===== src/design/trrs_pkg.sv =====
`default_nettype none
package trrs_pkg;
	localparam int Depth = 1024;
	localparam int SlotW = $clog2(Depth);
	localparam int CntW = SlotW + 1;
	localparam int TimeW = 63;
	localparam int ValW = 32;
	localparam int QDepth = 2;

	typedef enum logic [1:0] {
		KIND_SAMPLE = 2'd0,
		KIND_RANGE = 2'd1,
		KIND_CHUNK = 2'd2,
		KIND_READ = 2'd3
	} kind_t;

	typedef struct packed {
		kind_t kind;
		logic [TimeW-1:0] t0;
		logic [TimeW-1:0] t1;
		logic [ValW-1:0] val;
		logic plot;
		logic [SlotW-1:0] rslot;
	} item_t;

	typedef struct packed {
		logic found;
		logic [SlotW-1:0] start;
		logic [CntW-1:0] len;
		logic [TimeW-1:0] etime;
		logic [ValW-1:0] evalue;
		logic eplot;
	} result_t;
endpackage
`default_nettype wire


===== src/design/trrs_front.sv =====
`default_nettype none
// A short queue of items toward the search engine.
module trrs_front (
	input wire logic clk,
	input wire logic arst_n,
	input wire logic in_valid,
	output logic in_stall,
	input wire trrs_pkg::item_t in_item,
	output logic q_valid,
	input wire logic q_pop,
	output trrs_pkg::item_t q_item
);
	import trrs_pkg::*;
	localparam int PtrW = $clog2(QDepth);
	item_t mem_q [QDepth];
	logic [PtrW-1:0] wr_q, rd_q;
	logic [PtrW:0] cnt_q;
	logic push;

	assign in_stall = (cnt_q == (PtrW+1)'(QDepth));
	assign push = in_valid && !in_stall;
	assign q_valid = (cnt_q != '0);
	assign q_item = mem_q[rd_q];

	always_ff @(posedge clk or negedge arst_n) begin
		if (!arst_n) begin
			wr_q <= '0;
			rd_q <= '0;
			cnt_q <= '0;
		end else begin
			if (push) wr_q <= wr_q + 1'b1;
			if (q_pop) rd_q <= rd_q + 1'b1;
			cnt_q <= cnt_q + (PtrW+1)'(push) - (PtrW+1)'(q_pop);
		end
	end

	always_ff @(posedge clk) begin
		if (push) mem_q[wr_q] <= in_item;
	end
endmodule
`default_nettype wire


===== config.mk =====
export PLATFORM = sky130hd
export DESIGN_NAME = trrs_front
export DESIGN_NICKNAME = d
export VERILOG_FILES = /design/src/design/trrs_pkg.sv /design/src/design/trrs_front.sv
export SDC_FILE = /design/constraint.sdc
export NUM_CORES = 1
export LEC_CHECK = 0
export ABC_AREA = 1
export BUFFER_PORTS_ARGS = -buffer_cell sky130_fd_sc_hd__buf_2
export CORE_MARGIN = 2
export CORE_UTILIZATION = 45
export CTS_CLUSTER_DIAMETER = 80
export DETAILED_ROUTE_END_ITERATION = 12
export PLACE_DENSITY = 0.7
export SKIP_LAST_GASP = 1
export SLEW_MARGIN = 40
export SYNTH_ARGS = -nofsm -noshare
export SYNTH_HDL_FRONTEND = slang
export SYNTH_SLANG_ARGS = --single-unit

===== constraint.sdc =====
create_clock -name clk -period 12.9 [get_ports clk]
set_input_delay 1.29 -clock clk [delete_from_list [all_inputs] [get_ports clk]]
set_output_delay 1.29 -clock clk [all_outputs]
set_load 0.1 [all_outputs]

# Word-level counts from Yosys, hierarchy flattened
# Memories as Yosys holds them, arrays and structs flattened.
# Cells that the tools add are included.
[classes]
addsub = 4
mul = 0
div = 0
order_cmp = 0
eq_ne = 1
shift = 0
n_mux = 2
n_bitwise = 0
n_reduce_logical = 3
[ops]
columns = ["op", "n"]
rows = [
  ["1-bit adder, second input constant", 2],
  ["2-bit by 1-bit adder with 2-bit output", 1],
  ["2-bit == test, second input constant", 1],
  ["1-bit 2-to-1 mux", 2],
  ["2-bit nonzero test", 1],
  ["2-bit by 1-bit subtractor with 2-bit output", 1],
  ["1-bit logical AND", 1],
  ["1-bit logical NOT", 1],
]
[totals]
ff_bits = 4
latchBits = 0
mem_bits_rw = 342
romBits = 0
in_bits = 175
output_inout_bits = 173
wordCells = 14
memories = 1
[memory_table]
columns = ["memory", "words", "width", "read_ports", "rd_clocked_by_memory_dff", "write_ports", "line", "rtl"]
rows = [
  ["mem_q", 2, 171, 1, 0, 1, "trrs_front.sv:15", "item_t mem_q [QDepth];"],
]

# Depth between registers and ports, before layout
# Gate-level depths: netlist of the first run.
[depth]
word_depth = 5
mapped_depth = 9
mapped_depth_nobuf = 9

# Worst setup path after synthesis of the first run
# No wires, ideal clock.
[synth_path]
path_type = "input to register"
from = "input port in_valid"
to = "memory mem_q[1][0] in the netlist's numbering (enable)"
setup_time_ps = 704
t_arrival_ps = 8467
required_ps = 12196
setup_slack_ps = 3729
path_stages = 2
path_buffers = 0
path_cell_list = "nand2_1 -> nor2_1"
[synth_via]
elab_chain_len = 3
[synth_lines]
columns = ["item", "line", "rtl"]
rows = [
  ["start, declared", "trrs_front.sv:6", "input wire logic in_valid,"],
  ["1-bit logical AND", "trrs_front.sv:21", "assign push = in_valid && !in_stall;"],
  ["1-bit 2-to-1 mux", "trrs_front.sv:38", "if (push) mem_q[wr_q] <= in_item;"],
  ["1-bit 2-to-1 mux (implied by the code)", "trrs_front.sv:38", ""],
  ["end, declared", "trrs_front.sv:15", ""],
]
# No other way between the ends.

==> summary by stage, run 1 <==
Outcome
The flow ran to the end, and the final reports show no timing, DRC or antenna violations.

CTS
TritonCTS built the clock tree. The deepest clock path buffer count is 3. Post-CTS repair changed the size of 0 cells.

Clock-pin slew was measured on the worst setup and hold paths at 60 ps. In this run the number of H-tree levels came out at 2. In this run the clock root is driven by a clkbuf_16. In this run the post-CTS setup repair buffer count came out at 0.

The number of buffers inserted by hold repair at cts is 0. The sink count of the clock tree is 346. Clock tree synthesis inserted a total of 36 buffers. The insertion delay of the later-clocked pin in the worst-skew pair is 500 ps.

Route
The residual DRC count is 0. The first-iteration detailed-routing DRC count is 459. In the final routed layout, each cell accounts on average for 15.22 µm. The mean number of vias per cell is 4.636. The first detailed-routing pass took 4 iterations. Once detail routing completed, the nets flagged for antenna violations numbered 0. The final route contains 7867 vias. After detailed routing, the total wire length is 25.82 mm.

STA
The worst pin sits at a relative slew slack of 44.89%. The setup slack of the critical path after layout is 8655 ps. After routing, the total negative slack on setup checks comes to 0 ps. Setup repair after global routing left no endpoint under its margin. Dividing the final minimum period by the clock period gives 32.91%. Clock skew on the completed layout was measured at 13.84 ps.

The count of final setup violators is 0. For this run, the top clock speed supported by timing is 0.2356 GHz. The number of pins exceeding their max-slew limit in the final report is 0. The count of endpoints failing hold in the final timing report came to 0. The time the worst path needs with I/O delays and setup is 4245 ps. At the pin with the least slew margin, the transition time is 826.6 ps.

Worst setup path
The worst register-to-register path begins at cnt_q[1]. The endpoint arrival time on the critical path is 2960 ps. The critical path start-end classification is reg2out.

The type of element launching the critical path is a register. In this run the critical register-to-register path is captured at mem_q[1][58]. At the worst endpoint, the required time is 11610 ps.

The first element of the critical path is rd_q. The endpoint of the most critical setup path is q_item[71]. For flop-to-flop paths, the worst setup slack is 10320 ps. The number of cells on the worst reg-to-reg path is 5. In this run the worst path has a maximum fanout of 104.

The worst setup path is captured at a primary output.

GRT
The number of global-route vias before repair was 7584. The total overflow reported by the global router is 0. The wire length of the first global-routing pass is 39.23 mm. Entering global routing, the biggest net connects 174 pins.

The number of antenna violations at the first check in global routing is 8. The all-layer global routing usage is 16.22%.

Floorplanning
Once the floorplan was initialized, standard cells occupied 45.39% of the core. The die covers 31050 µm². The area of the core is 29400 µm².

The die is 176.2 µm tall. The die span in x is 176.2 µm. The number of placement rows is 63. 348 I/O pins were placed.

Synth
A synthesized cell averages 14.49 µm². The share of synthesized area occupied by flip-flops and latches is 77.70%. Yosys printed 0 warnings. The number of different library cells used by synthesis comes to 16. The instance count of the mapped netlist is 921. The number of flip-flops and latches in the synthesized netlist is 346. The post-synthesis net count is 1098. The summed instance area of the synthesized netlist is 13350 µm².

Hold path
The start point of the worst min-delay path is wr_q. The worst hold path class is reg2reg.

Layout
The area added between synthesis and finish is 23.47%. The net count of the finished layout is 1453. Fill cells in the final layout number 2415. The post-route netlist has 38.89% of its cells at a drive strength greater than 1.

Job
The total of max-cap violations is 0.

Place
The weighted congestion at the end of routability-driven global placement is 0.7663. The port buffer count is 347. The HPWL reported at the end of detailed placement is 17.41 mm. Before CTS, the worst setup slack after placement is 9292 ps.
state kept, by name, summed over array words and instances (netlist names):
| signal | count |
|---|---|
| mem_q | 342 |
| cnt_q | 2 |
| rd_q | 1 |
| wr_q | 1 |
placed cells by master (no fill, tap or decap):
cell,instances
buf_12,2
buf_16,1
buf_2,347
buf_4,2
buf_6,3
bufinv_16,2
clkbuf_1,8
clkbuf_16,37
clkinv_1,7
clkinv_2,3
clkinv_4,1
clkinvlp_4,4
dfrtp_1,3
dfrtp_4,1
diode_2,6
edfxtp_1,342
ha_1,2
inv_1,178
inv_6,1
inv_8,1
nand2_1,181
nand3_1,2
nor2_4,1
o21ai_0,61
o21ai_1,10
o21ai_2,100
xor2_1,1
cell usage after synthesis:
| cell type | n | share of area (%) |
|---|---|---|
| o21ai_0 | 61 | 2.3 |
| ha_1 | 2 | 0.19 |
| buf_8 | 1 | 0.11 |
| nor2_1 | 1 | 0.028 |
| inv_1 | 179 | 5.0 |
| clkbuf_1 | 6 | 0.17 |
| o21ai_1 | 10 | 0.38 |
| dfrtp_1 | 4 | 0.75 |
| o21ai_2 | 100 | 6.6 |
| nand2_1 | 181 | 5.1 |
| xor2_1 | 1 | 0.066 |
| buf_4 | 9 | 0.51 |
| nand3_1 | 2 | 0.075 |
| buf_6 | 21 | 1.8 |
| clkbuf_2 | 1 | 0.037 |
| edfxtp_1 | 342 | 77 |
critical path, stage by stage, from the launching register on:
cell     delay, ps
dfrtp_4        800
buf_12         390
buf_16         370
nand2_1        150
o21ai_2         90
buf_2          440
layout make-up:
| type | count | area [µm²] | area share (%) |
|---|---|---|---|
| multi-input combinational | 358 | 1966 | 11.93 |
| antenna | 6 | 15.01 | 0.09111 |
| sequential | 346 | 10370 | 62.95 |
| clock buffer | 45 | 955.9 | 5.801 |
| timing repair buffer | 355 | 1853 | 11.24 |
| tap | 390 | 488.0 | 2.961 |
| clock inverter | 18 | 148.9 | 0.9035 |
| inverter | 179 | 679.4 | 4.123 |
metal layers:
metal  GRT usage [%]  up-vias  share of wire (%)
met3           5.211       69                8.2
li1                -     3879                  -
met2           27.09      253                 50
met1           19.05     3662                 38
met5               0        -               0.10
met4           7.782        4                3.8
through the flow:
step / instance area (µm²) / cells / utilization (%) / hold WS [ps]
2_1_floorplan: 13350 / 921 / - / 441.9
3_3_place_gp: 15300 / 1626 / 52.03 / 455.4
3_5_place_dp: 15330 / 1627 / 52.15 / 466.7
4_1_cts: 16440 / 1690 / 55.90 / 480.4
5_1_grt: 16480 / 1697 / 56.05 / 530.1
6_report: 16480 / 1697 / 56.05 / 478.5
cells by family after synthesis:
group                    after synthesis  share of synthesized area (%)
flip-flops                           346                          77.70
buffers and inverters                217                          7.631
AND/OR/NAND/NOR                      184                          5.194
AO/OA/AOI/OAI                        171                          9.225
adder cells (fa/ha/maj)                2                         0.1875
XOR/XNOR                               1                        0.06563
worst min path at each step:
stage	to	slack [ps]	cells after the start
floorplan	wr_q	440	2
global route	wr_q	530	2
detailed placement	wr_q	470	2
CTS	wr_q	480	2
finish	wr_q	480	2
global placement	wr_q	460	2
Power of run 1 is not shown: default switching activity piles up to over one toggle a cycle in this logic, so the estimate is an artifact.
==> run 2: changes to the inputs <==
clock period = 4.2 ns   (was 12.9 ns; I/O delays follow)
==> summary by stage, run 2 (synthesis results as in run 1) <==
Outcome
The run finished with clean final reports.

Layout
The number of filler instances in the final layout is 2362. The library cells used most frequently in the layout, excluding fill and tap cells, are buf_2, edfxtp_1, nand2_1. Registers take 10370 µm².

The register with the most flip-flops in the layout has 342 of them. The largest register by flop count is mem_q. In the final layout, the multi-input gates occupy 1966 µm². Once layout is complete, the utilization of the core stands at 56.27%. Cells with a size suffix above 1 make up 38.92% of the layout. The largest registers in the layout are mem_q: 342 flops, cnt_q: 2 flops. The final layout contains 1454 nets. The leading cell type in the layout, fill and taps excluded is buf_2. The area added between synthesis and finish is 23.95%.

STA
The number of pins exceeding their max-slew limit in the final report was 0. Derived from the worst setup path, the maximum achievable clock frequency is 0.3233 GHz. The worst pin sits at a relative slew slack of 50.36%. The count of endpoints failing hold in the final timing report was 0.

The aggregate negative setup slack is 0 ps. The worst-case clock skew is 10.86 ps. The routed design could run at a clock period as short as 3093 ps. Setup repair after global routing left no endpoint under its margin.

The setup slack of the critical path after layout is 1107 ps. Hold timing on the final database bottoms out at a slack of 104.6 ps. Setup violations remaining at the end of the flow were counted as 0. The transition at the pin with the smallest max-transition slack is 744.6 ps. The part of the cycle the worst path needs is 73.65%.

Worst setup path
The endpoint arrival time on the critical path is 2670 ps. The worst path required time is 3780 ps. The type of element launching the critical path is a register. Traced cell by cell, the critical path runs through buf_12 -> nand2_1 -> o21ai_2 -> buf_2.

The category of the worst setup path capture point is a primary output. The kind of cell with the highest combined delay along the critical path is buffers and inverters. Of all nets on the critical path, the largest fanout is 116. The number of buffer and inverter stages on the critical path is 2. The critical path is of the reg2out type.

The delay of the slowest cell on the worst path is 880 ps. Among all stages on the critical path, the largest delay is contributed by dfrtp_4.

Route
The detailed router finished its first iteration with 414 violations. The routed design has 26.34 mm of wire. Before antenna repair, the detailed router went through 5 iterations.

The total number of vias is 7847. The mean number of vias per cell is 4.619. In the routed design, unresolved DRC markers number 0. The mean routed wirelength per cell is 15.50 µm. The final antenna-violating net count is 0.

Floorplanning
Measured along the x axis, the die boundary spans 176.2 µm. Measured along the y axis, the die boundary spans 176.2 µm. The starting density of the core is 45.39%. The top-level port count is 348.

The number of placement rows is 63. The area of the core is 29400 µm². The area of the die is 31050 µm².

GRT
The number of global-route vias before repair is 7745. The first global-routing pass estimated 40.11 mm of wire. In the global route stage, overall resource usage came out at 16.60%.

Summed over all layers, the global routing overflow is 0. Entering global routing, the biggest net connects 130 pins. The number of antenna violations at the first check in global routing came to 10.

Place
The HPWL reported at the end of detailed placement is 17.45 mm. The pre-CTS setup slack is 1649 ps. The weighted congestion at the end of routability-driven global placement is 0.7581. During placement, the flow inserted port buffers numbering 347.

CTS
The clock reaches the later pin of the worst-skew pair after 500 ps. The CTS tree is yes. The number of setup buffers added after CTS is 0. The deepest clock path buffer count is 3. Clock tree synthesis inserted a total of 36 buffers. The total number of H-tree levels is 2. The tree built by TritonCTS fans out to 346 sinks.

The clock slew seen by the registers of the worst setup and hold paths is 60 ps. CTS placed an instance of clkbuf_16 at the clock tree root.

Job
The total of max-cap violations is 0.

Hold path
The worst hold path class is in2reg.
[run 2: final timing paths]
path	startpoint	end	slack (ps)	cells past startpoint
max	rd_q	q_item[77]	1110	4
min	in_item[16]	mem_q[1][16]	100	1
max reg2reg	cnt_q[0]	mem_q[0][45]	2400	5
min reg2reg	wr_q	wr_q	480	2
max in group asynchronous	arst_n	rd_q	3780	2
min in group asynchronous	arst_n	cnt_q[0]	270	2
[run 2: per-layer routing]
| layer | track usage (%) | part of all wire (%) | up-vias |
|---|---|---|---|
| li1 | - | - | 3868 |
| met1 | 19.64 | 39 | 3662 |
| met2 | 27.97 | 50 | 252 |
| met3 | 4.802 | 7.6 | 61 |
| met4 | 7.920 | 3.5 | 4 |
| met5 | 0 | 0.053 | - |
[run 2: stage by stage]
stage	instance area [µm²]	std cells
floorplan	13360	921
global placement	15350	1628
detailed placement	15350	1628
CTS	16520	1690
global route	16540	1697
finish	16540	1699
[run 2: cell type report]
cell class	instances	share of cell area, %
diodes	9	0.1361
clock buffers	42	5.710
clock inverters	19	1.308
inverters	179	4.084
multi-input cells	358	11.88
flip-flops and latches	346	62.71
well taps	390	2.950
repair buffers	356	11.22
[run 2: repair_timing]
action,4_1_cts,5_1_grt
endpoints found under the hold margin,4,0
setup endpoints to repair,0,0
hold buffers,1,0
gates resized for setup,0,0
Power of run 2 is left out for the same reason.
==> run 3: changes to the inputs <==
ABC_AREA = 0   (was 1)
clock period = 3 ns   (was 4.2 ns; I/O delays follow)
==> summary by stage, run 3 <==
Layout
In the layout the commonest cells are buf_2, edfxtp_1, dlygate4sd3_1. The library cell used most frequently in the layout, excluding fill and tap cells, is buf_2. The final layout contains 1283 nets. The largest registers in the layout are mem_q: 342 flops, cnt_q: 2 flops. The final standard cell count with taps included and fillers excluded is 1515. The number of flip-flops in the largest register is 342. The share of post-route cells with drive strength above 1 is 52.12%. Relative to the synthesized area, the layout overhead comes to 40.37%. The largest register by flop count is mem_q.

CTS
The total number of H-tree levels is 2. The number of buffers inserted by hold repair at cts is 169. CTS placed an instance of clkbuf_16 at the clock tree root.

Counting along the longest clock path gives a buffer depth of 3. The number of buffers created by CTS is 37. The clock drives 346 sinks. For the worst-skew pair, the clock arrives at the later sink with an insertion delay of 510 ps. The CTS tree is yes. Clock-pin slew was measured on the worst setup and hold paths at 60 ps.

Buffers added to address setup during post-CTS repair amount to 0. After clock tree synthesis, the repair step resized 0 gates.

Floorplanning
The floorplan step defined a core boundary enclosing 27930 µm². Measured along the y axis, the die boundary spans 173.0 µm. The starting density of the core is 45.99%. The floorplan step defined a die boundary enclosing 29920 µm². The number of placement rows is 61. The top-level port count is 348.

The floorplan step set the die width to 173.0 µm.

Hold path
The start point of the worst min-delay path is in_item[140]. The worst hold path belongs to the class in2reg.

Synth
The cell area that synthesis handed to floorplanning was 12850 µm². The share of the synthesized area in the top cell type is 79.94%. The number of enable-type register cells in the synthesized netlist is 342. After synthesis the netlist holds a flip-flop and latch count of 346. Ranked by total cell area, the synthesized netlist is headed by edfxtp_1, mux2_4, mux2_2. The Yosys step of the flow raised 0 warnings. The share of synthesized area occupied by flip-flops and latches is 80.72%. The most common flop cell mapped by yosys is edfxtp_1. The cell count after synthesis came out at 549. The number of nets in the synthesized netlist is 726. The biggest area contributor in the post-synthesis netlist is edfxtp_1.

The post-synthesis cell type count is 15. Averaged over all synthesized cells, the footprint is 23.40 µm². The commonest cells after synthesis are edfxtp_1, mux2_2, mux2_4.

In the synthesized netlist the async set-or-reset flop fraction comes to 1.156%. The most frequent cell after synthesis is edfxtp_1.

Worst setup path
In this run the worst setup path begins at rd_q. The category of the worst setup path capture point is a primary output. Data on the critical path arrives at its endpoint at 2280 ps. On the critical path the largest part of the delay comes from buffers and inverters. The critical path ends at q_item[5]. In this design, the stage delay of the slowest critical-path cell is 660 ps. The depth of the critical timing path with buffers and inverters included is 3. The worst register-to-register path has a setup slack of 1030 ps.

The endpoint of the worst register-to-register path is mem_q[0][170]. The worst reg-to-reg path cell count is 4. The critical path contains buffers and inverters numbering 2 combined. The worst path required time is 2700 ps. The maximum fanout count along the critical path is 50. The worst setup path is of the reg2out kind.

Among all stages on the critical path, the largest delay is contributed by dfrtp_4. The type of element launching the critical path is a register. In this run the critical register-to-register path is launched from cnt_q[1]. Traced cell by cell, the critical path runs through buf_12 -> mux2_2 -> buf_2.

Outcome
The run finished with clean final reports.

STA
Setup violations remaining at the end of the flow were counted as 0. The count of endpoints failing hold in the final timing report came to 0. Static timing analysis puts the maximum clock frequency at 0.3883 GHz.

The number of pins exceeding their max-slew limit in the final report came to 0. The smallest clock period supported by the final layout is computed as 2575 ps. The part of the cycle the worst path needs is 85.84%.

Setup repair after global routing left no endpoint under its margin. The transition at the pin with the smallest max-transition slack is 588.8 ps. In this run the tightest slew margin relative to its limit is 60.75%.

The worst-case clock skew is 13.60 ps.

Route
The detailed-routing iteration count for the pre-antenna-repair pass is 5. After detailed routing, the number of vias per cell comes to 4.794. The final antenna-violating net count is 0. The final layout contains routed wiring with a total length of 28.29 mm.

The mean routed wirelength per cell is 18.67 µm. After the first detailed-routing iteration, the DRC count stood at 484. For this run, design rule violations remaining after detail routing come to 0. The routed layout has 7263 vias.

GRT
The number of antenna violations at the first check in global routing is 3. The number of global-route vias before repair is 7887. The all-layer global routing usage is 18.63%.

Summed over all layers, the global routing overflow is 0. The pin count of the biggest net entering global routing is 58. The first global-routing pass estimated 43.55 mm of wire.

Place
The HPWL reported at the end of detailed placement is 17.63 mm. Buffers placed on the I/O ports in this run total 347. The number of placed instances, taps included, is 1275. At the end of routability-driven placement, the weighted congestion stood at 0.7583.

Job
The total of max-cap violations is 0.
run 3: worst min-delay path by stage:
| stage | depth (start not counted) | slack, ps | to |
|---|---|---|---|
| 2_1_floorplan | 0 | 4 | cnt_q[0] |
| 3_3_place_gp | 1 | 120 | wr_q |
| 3_5_place_dp | 1 | 120 | wr_q |
| 4_1_cts | 1 | 10 | mem_q[1][140] |
| 5_1_grt | 1 | 5 | mem_q[1][140] |
| 6_report | 1 | 30 | mem_q[0][140] |
run 3: final cells by class:
type	count	area [µm²]
Multi-Input combinational cell	182	2327
Clock buffer	49	1013
Antenna cell	3	7.507
Timing Repair Buffer	537	3714
Inverter	2	7.507
Fill cell	1931	9901
Tap cell	378	473.0
Sequential cell	346	10370
Clock inverter	18	117.6
run 3: cells by family (layout without fill, tap and decap cells):
kind of cell	count (synthesis)	in the layout	synth area share [%]
flip-flops	346	346	80.72
buffers and inverters	21	606	1.286
other	0	3	0
AND/OR/NAND/NOR	5	5	0.2046
multiplexers	171	171	17.33
XOR/XNOR	4	4	0.2727
adder cells (fa/ha/maj)	2	2	0.1947
run 3: worst register-to-register path: stages, from the launching register on:
cell and delay (ps):
dfrtp_1 400, nand2b_1 150, nand2_2 110, nor2_4 500, buf_4 460
run 3: stage by stage:
step	hold slack (ps)	instance area [µm²]	worst slack, ps	TNS, ps	utilization [%]
floorplan	4.409	12860	-550.4	-105660	-
global placement	121.6	15190	942.4	0	54.39
detailed placement	118.6	15190	930.1	0	54.39
CTS	11.72	18020	374.7	0	64.49
global route	5.270	18030	316.0	0	64.56
finish	28.55	18030	424.8	0	64.56
run 3: routing by layer:
layer  vias up  routed length, µm  global-route usage (%)  part of all wire (%)
met3        52               2184                   5.365                   7.7
met1      3562              10930                   22.26                    39
met5         -                  0                       0                     0
li1       3318                  -                       -                     -
met2       331              14470                   32.55                    51
met4         0                709                   6.003                   2.5
Power of run 3 is left out for the same reason.
